<file path="src/hw/rtl/wsf4_pkg.sv">
// Shared types and constants of the fourth-order wave stencil block.
// No dependencies; every other file of the block but the macro header imports it.
package wsf4_pkg;

  localparam int unsigned SAMPLE_W = 18;
  localparam int unsigned COORD_W  = 7;
  localparam int unsigned COEFF_W  = 24;
  localparam int unsigned OP_W     = 2;

  localparam int unsigned IN_TDATA_W  = ((2 * COORD_W + 2 * SAMPLE_W + 7) / 8) * 8;
  localparam int unsigned OUT_TDATA_W = ((SAMPLE_W + 2 * COORD_W + 7) / 8) * 8;

  // The weighted sum of nine taps spans 128 times the sample range.
  localparam int unsigned LAP_W  = SAMPLE_W + 7;
  localparam int unsigned PROD_W = COEFF_W + 1 + LAP_W;
  // Dividing by 12 * 2^24 is a shift by 26 followed by a division by three.
  localparam int unsigned DIV_SHIFT   = 26;
  localparam int unsigned X_W         = PROD_W - 2 - DIV_SHIFT;
  localparam int unsigned RECIP3_W    = 23;
  localparam logic [RECIP3_W-1:0] RECIP3 = 23'h555556;
  localparam int unsigned RECIP3_SHIFT = 24;
  localparam int unsigned QUOT_W      = X_W - 1;
  localparam int unsigned INC_W       = QUOT_W + 1;
  localparam int unsigned SUM_W       = 24;

  localparam logic signed [SAMPLE_W-1:0] SAMPLE_MAX = 18'sh1FFFF;
  localparam logic signed [SAMPLE_W-1:0] SAMPLE_MIN = 18'sh20000;

  typedef enum logic [OP_W-1:0] {
    OP_LOAD    = 2'd0,
    OP_COMPUTE = 2'd1,
    OP_ADVANCE = 2'd2
  } op_e;

  // Pairs of stencil taps read together from the two ports of the current grid.
  typedef enum logic [2:0] {
    PAIR_C_W2,
    PAIR_W1_E1,
    PAIR_E2_N2,
    PAIR_N1_S1,
    PAIR_S2
  } tap_pair_e;

  typedef enum logic [3:0] {
    S_IDLE,
    S_LOAD,
    S_RD0,
    S_RD1,
    S_RD2,
    S_RD3,
    S_RD4,
    S_ACC,
    S_MUL,
    S_DIV,
    S_WB
  } ctrl_state_e;

  typedef struct packed {
    logic      capture;
    logic      swap;
    logic      load_wr;
    logic      rd_en;
    tap_pair_e rd_pair;
    logic      mul_en;
    logic      div_en;
    logic      wb_en;
  } ctrl_cmd_t;

  typedef struct packed {
    logic [OP_W-1:0] in_op;
    logic            out_free;
  } dp_status_t;

endpackage

</file>
<file path="src/hw/rtl/wsf4_ctrl.sv">
// Sequencer of the wave stencil: accepts items and steps the datapath
// through load, tap reads, scaling and write-back. Depends on wsf4_pkg.
module wsf4_ctrl (
  input  logic                 clk_i,
  input  logic                 rst_ni,
  input  logic                 in_valid_i,
  output logic                 in_ready_o,
  input  wsf4_pkg::dp_status_t status_i,
  output wsf4_pkg::ctrl_cmd_t  cmd_o
);
  import wsf4_pkg::*;

  ctrl_state_e state_q;
  ctrl_state_e state_d;

  always_ff @(posedge clk_i or negedge rst_ni) begin
    if (!rst_ni) begin
      state_q <= S_IDLE;
    end else begin
      state_q <= state_d;
    end
  end

  always_comb begin
    state_d = state_q;
    unique case (state_q)
      S_IDLE: begin
        // Advance and the unused code finish in the accepting cycle.
        if (in_valid_i) begin
          if (status_i.in_op == OP_LOAD) begin
            state_d = S_LOAD;
          end else if (status_i.in_op == OP_COMPUTE) begin
            state_d = S_RD0;
          end
        end
      end
      S_LOAD: state_d = S_IDLE;
      S_RD0:  state_d = S_RD1;
      S_RD1:  state_d = S_RD2;
      S_RD2:  state_d = S_RD3;
      S_RD3:  state_d = S_RD4;
      S_RD4:  state_d = S_ACC;
      S_ACC:  state_d = S_MUL;
      S_MUL:  state_d = S_DIV;
      S_DIV:  state_d = S_WB;
      S_WB: begin
        if (status_i.out_free) begin
          state_d = S_IDLE;
        end
      end
      default: state_d = S_IDLE;
    endcase
  end

  always_comb begin
    cmd_o      = '0;
    in_ready_o = 1'b0;
    unique case (state_q)
      S_IDLE: begin
        in_ready_o    = 1'b1;
        cmd_o.capture = in_valid_i;
        cmd_o.swap    = in_valid_i && (status_i.in_op == OP_ADVANCE);
      end
      S_LOAD: cmd_o.load_wr = 1'b1;
      S_RD0: begin
        cmd_o.rd_en   = 1'b1;
        cmd_o.rd_pair = PAIR_C_W2;
      end
      S_RD1: begin
        cmd_o.rd_en   = 1'b1;
        cmd_o.rd_pair = PAIR_W1_E1;
      end
      S_RD2: begin
        cmd_o.rd_en   = 1'b1;
        cmd_o.rd_pair = PAIR_E2_N2;
      end
      S_RD3: begin
        cmd_o.rd_en   = 1'b1;
        cmd_o.rd_pair = PAIR_N1_S1;
      end
      S_RD4: begin
        cmd_o.rd_en   = 1'b1;
        cmd_o.rd_pair = PAIR_S2;
      end
      S_ACC: begin
      end
      S_MUL: cmd_o.mul_en = 1'b1;
      S_DIV: cmd_o.div_en = 1'b1;
      S_WB:  cmd_o.wb_en  = status_i.out_free;
      default: begin
      end
    endcase
  end

endmodule

</file>
<file path="config.mk">
export PLATFORM = sky130hd
export DESIGN_NAME = wsf4_ctrl
export DESIGN_NICKNAME = d
export VERILOG_FILES = /design/src/hw/rtl/wsf4_pkg.sv /design/src/hw/rtl/wsf4_ctrl.sv
export SDC_FILE = /design/constraint.sdc
export NUM_CORES = 1
export LEC_CHECK = 0
export BUFFER_PORTS_ARGS = -buffer_cell sky130_fd_sc_hd__buf_4
export CORE_AREA = 2 2 39 41
export CTS_CLUSTER_DIAMETER = 100
export CTS_CLUSTER_SIZE = 25
export DETAILED_ROUTE_END_ITERATION = 10
export DIE_AREA = 0 0 41 43
export HOLD_SLACK_MARGIN = 0.02
export SLEW_MARGIN = 30
export SYNTH_ARGS = -nofsm -noshare
export SYNTH_HDL_FRONTEND = slang
export SYNTH_SLANG_ARGS = --single-unit
export TNS_END_PERCENT = 1
</file>
<file path="constraint.sdc">
create_clock -name clk_i -period 2 [get_ports clk_i]
set_input_delay 0.1 -clock clk_i [delete_from_list [all_inputs] [get_ports clk_i]]
set_output_delay 0.1 -clock clk_i [all_outputs]
set_load 0.02 [all_outputs]
</file>
==> reports/metrics.cfg, run 1 <==
[global_routing]
grt.overflow.total=0
gr-max-usage-layer=met1
grtUsageMet3=0.0314
grt_max_degree=15
grt_pass1_vias=353
grt_pass1_wl_mm=1.48
antenna_found_initial=0
use_met2=0.166
use_met1=0.179
grtUsageTotal=0.124

[synthesis]
ys.flop_type=dfrtp_1
yosysWarningCount=0
synth_area_um2=362
synthArstFlopShare=1.00
synth_edf_count=0
syn_inst=46
synth_area_per_cell_um2=7.86
ys_seq_area_frac=0.277
synth-seq-cells=4
synth_nets=52
synth.distinct_cells=21

[cts]
cts.clk_slew.worst_paths_ns=0.04
cts_max_level=1
cts_tree=yes
cts_buffer_depth=2
cts_buffers=3
root_buffer=clkbuf_4
post_cts_buffers=0
clk_latency_ns=0.23
cts_resized=0
clkSinkCount=4

[place]
placed_cell_area_um2=477
hpwlAfterDp_um=639
pre_cts_slack_ns=0.573
numPortBuffers=16
gp_congestion=0.782

[power]
peakVddDrop_mv=0.756
p_per_area_nw_per_um2=1650
leakage_nw=0.237

[worst_setup_path]
cp_slowest_cell=dfrtp_1
critPathTopFamily=simple AND/OR/NAND/NOR gates
critPathMaxStageDelay_ns=0.52
end_kind=primary output
crit_path_start_kind=register
r2r_start=state_q[1]$_DFFE_PN0P_
critical_path.cell_chain=nor4_4 -> and2_4 -> and3b_1 -> buf_4
timing.rr.end=state_q[0]$_DFFE_PN0P_
path_max_fanout=14
crit_required_ns=1.90
cp-endpoint=cmd_o[8]
critPathArrivalTime_ns=1.56
r2r_slack_ns=0.75
worstSetupPathType=reg -> out
path_depth=4
crit_buf_inv=1
startpoint=state_q[1]$_DFFE_PN0P_
r2r_cells=3

[timing]
clock_skew_ns=0.00153
finalSetupTns_ns=0
drv_slew=0
fmax_mhz=603
min_period_over_period=0.829
setup_ws_ns=0.341
setup_viol=0
fin_crit_ns=1.66
relSlewSlack=0.718
hold_slack_ns=0.0932
rsz0062_at_grt=no
hold_violations=0
tightest_slew_ns=0.422

[layout]
utilization=0.368
diodes=0
final_nets=70
largest_register_ffs=4
fillers=161
fin_area_um2=509
layout_common_cells=buf_4 (16), nor2_1 (5), o21ai_0 (5)
largest_register=state_q
mostFrequentLayoutCell=buf_4
reg_top3=state_q: 4 flops
drive_gt1_frac=0.339
areaGrowthSynthToFinish_pct=40.8

[floorplanning]
fp.dieH_um=43
num_rows=14
fp.dieArea_um2=1760
io_pins=17
initial_core_util=0.261
core_um2=1380
die_w_um=41

[route]
drc=0
first_pass_iters=4
wire_per_inst_um=10.7
drtIter0Drc=6
wl_um=833
ant_nets=0
via_count=373
via_per_inst=4.78

[min_path]
hold_class=in -> reg

[status]
outcome=completed

[run]
cap_violations=0

## final cells by class
class | count | area [um2] | share of cell area
multi-input cells | 38 | 236 | 0.464
flip-flops and latches | 4 | 100 | 0.197
well taps | 16 | 20.0 | 0.0393
clock buffers | 3 | 22.5 | 0.0442
repair buffers | 17 | 130 | 0.256
## report_power, final
part           total, mW  leakage [nW]  switching, mW  internal (mW)
logic              0.514         0.172          0.259          0.254
clock network     0.0936        0.0138         0.0269         0.0667
registers          0.235        0.0513          0.118          0.117
total              0.843         0.237          0.405          0.438
## synth_stat cells, types with 2 or more instances
cell / n / area (um2)
nor3_1: 2 / 10.0
buf_2: 2 / 10.0
o21ai_0: 5 / 25.0
nand2b_1: 4 / 25.0
dfrtp_1: 4 / 100
nor3b_1: 2 / 15.0
buf_4: 2 / 15.0
o21bai_1: 2 / 15.0
and3b_1: 2 / 17.5
nand2_1: 4 / 15.0
a21oi_1: 2 / 10.0
nor2_1: 5 / 18.8
nor2b_1: 2 / 12.5
## repair_timing
action                                  4_1_cts  5_1_grt
hold buffers                                  1        0
hold endpoints to repair                      4        0
endpoints found under the setup margin        0        0
## worst reg2reg max path, stage by stage, from the launching register on
cell and delay (ns):
dfrtp_1 0.52, nor3_1 0.31, o21ai_0 0.12, and3b_1 0.18
## metrics by stage
step                total power, mW  instances
CTS                           0.855         78
floorplan                     0.597         46
global route                  0.931         78
global placement              0.743         74
detailed placement            0.753         74
finish                        0.843         78
## kinds of logic after synthesis
family / count (synthesis) / synth area share
AND/OR/NAND/NOR: 25 / 0.433
AO/OA/AOI/OAI: 11 / 0.173
buffers and inverters: 4 / 0.0692
XOR/XNOR: 2 / 0.0485
flip-flops: 4 / 0.277
## worst min-delay path by stage
stage          slack, ns        start  cells after the start                     end
2_1_floorplan      -0.20       rst_ni                      0  state_q[0]$_DFFE_PN0P_
6_report            0.09  status_i[0]                      2  state_q[1]$_DFFE_PN0P_
3_3_place_gp       -0.10       rst_ni                      1  state_q[2]$_DFFE_PN0P_
5_1_grt              0.1  status_i[0]                      2  state_q[1]$_DFFE_PN0P_
4_1_cts             0.09  status_i[0]                      2  state_q[1]$_DFFE_PN0P_
3_5_place_dp       -0.10       rst_ni                      1  state_q[3]$_DFFE_PN0P_
## per-layer routing
layer	vias up	wire, um
li1	189	-
met1	168	365
met2	16	389
met3	0	78
met4	0	0
met5	-	0
Power figures use the tool's default switching activity.
==> run 2, diff against run 1 <==
Clock period 2 ns to 1.5 ns, I/O delays scaled along.
==> reports/metrics.cfg, run 2 (same netlist as run 1, synthesis figures left out) <==
[global_routing]
grt_max_degree=13
grt_pass1_vias=351
grtUsageTotal=0.117
antenna_found_initial=0
grt_pass1_wl_mm=1.41
grt.overflow.total=0

[floorplanning]
fp.dieH_um=43
die_w_um=41
fp.dieArea_um2=1760
core_um2=1380
num_rows=14
io_pins=17
initial_core_util=0.261

[place]
numPortBuffers=16
placed_cell_area_um2=492
pre_cts_slack_ns=0.225
gp_congestion=0.789
hpwlAfterDp_um=617
post-place-cells=76

[worst_setup_path]
crit_path_start_kind=register
critical_path.cell_chain=nor4_4 -> and2_4 -> and3b_1 -> buf_4
worstSetupPathType=reg -> out
crit_required_ns=1.42
end_kind=primary output
timing.rr.end=state_q[0]$_DFFE_PN0P_
path_max_fanout=2
critPathArrivalTime_ns=1.41
r2r_slack_ns=0.28
r2r_start=state_q[2]$_DFFE_PN0P_
critPathMaxStageDelay_ns=0.42
cp_slowest_cell=dfrtp_2
r2r_cells=4

[cts]
clk_latency_ns=0.24
cts_buffers=3
cts_max_level=1
cts_tree=yes
cts.clk_slew.worst_paths_ns=0.04
clkSinkCount=4
root_buffer=clkbuf_4
cts_buffer_depth=2

[layout]
multi_input_area_um2=241
seq_area_um2=104
reg_top3=state_q: 4 flops
fin_area_um2=563
layout_common_cells=buf_4 (22), nor2_1 (5), o21ai_0 (5)
diodes=0
fillers=150
largest_register=state_q
largest_register_ffs=4
mostFrequentLayoutCell=buf_4
final_nets=76
final_cell_count_no_fill=84
areaGrowthSynthToFinish_pct=55.7
drive_gt1_frac=0.456

[route]
drc=0
ant_nets=0
via_per_inst=4.65
first_pass_iters=2
drtIter0Drc=5
via_count=391
wire_per_inst_um=10.4
wl_um=871

[min_path]
hp-start=status_i[0]
hold_class=in -> reg
min_to=state_q[1]$_DFFE_PN0P_
holdPathStages=2

[timing]
fin_crit_ns=1.48
setup_ws_ns=0.0155
tightest_slew_ns=0.245
hold_violations=0
min_period_over_period=0.990
setup_viol=0
fmax_mhz=674
relSlewSlack=0.836
rsz0062_at_grt=yes
drv_slew=0
clock_skew_ns=0.00385

[run]
cap_violations=0

[power]
peakVddDrop_mv=1.02
total_power_mw=1.26
leakage_nw=0.266
p_per_area_nw_per_um2=2240

[status]
outcome=completed

[run 2: cell types whose count changed in the layout (fill, tap and decap cells not counted)]
cell	previous run	this run
dfrtp_1	4	1
dfrtp_2	0	3
nor3_1	2	1
buf_4	16	22
nor3_2	0	1
[run 2: final cells by class]
cell class,count,share of cell area
well taps,16,0.0356
multi-input cells,38,0.429
clock buffers,3,0.0400
flip-flops and latches,4,0.184
repair buffers,23,0.311
[run 2: what timing repair did]
action,4_1_cts,5_1_grt
pin swaps,1,0
hold endpoints to repair,4,0
setup endpoints to repair,1,2
hold buffers,1,0
gates resized for setup,3,1
buffers inserted,4,0
[run 2: how the worst max path moves through the flow]
stage	from	end	slack, ns	depth (start not counted)
floorplan	state_q[3]$_DFFE_PN0P_	cmd_o[8]	0.04	4
global placement	state_q[3]$_DFFE_PN0P_	cmd_o[8]	0.24	4
detailed placement	state_q[3]$_DFFE_PN0P_	cmd_o[8]	0.22	4
CTS	state_q[2]$_DFFE_PN0P_	cmd_o[8]	0.001	4
global route	state_q[2]$_DFFE_PN0P_	cmd_o[8]	-0.04	4
finish	state_q[2]$_DFFE_PN0P_	cmd_o[8]	0.02	4
[run 2: report_power, final]
part / internal [mW] / switching [mW] / total, mW
Combinational: 0.432 / 0.461 / 0.893
Clock: 0.0894 / 0.0439 / 0.133
Sequential: 0.165 / 0.0683 / 0.233
Total: 0.686 / 0.574 / 1.26
[run 2: stage by stage]
step | hold slack (ns) | setup TNS, ns | util
2_1_floorplan | -0.221 | 0 | -
3_3_place_gp | -0.125 | 0 | 0.355
3_5_place_dp | -0.125 | 0 | 0.355
4_1_cts | 0.0504 | 0 | 0.403
5_1_grt | 0.0550 | -0.0441 | 0.407
6_report | 0.0563 | 0 | 0.407
[run 2: metal layers]
metal / track usage / wire [um] / vias up
met5: 0 / 0 / -
met4: 0.0600 / 8 / 0
met3: 0.0471 / 74 / 3
met2: 0.156 / 379 / 15
met1: 0.158 / 409 / 169
li1: - / - / 204
[run 2: worst max-delay path: cells and delay by family, from the launching register on]
kind / cells / cell delay, ns
buffers and inverters: 1 / 0.13
flip-flops: 1 / 0.42
AND/OR/NAND/NOR: 3 / 0.62
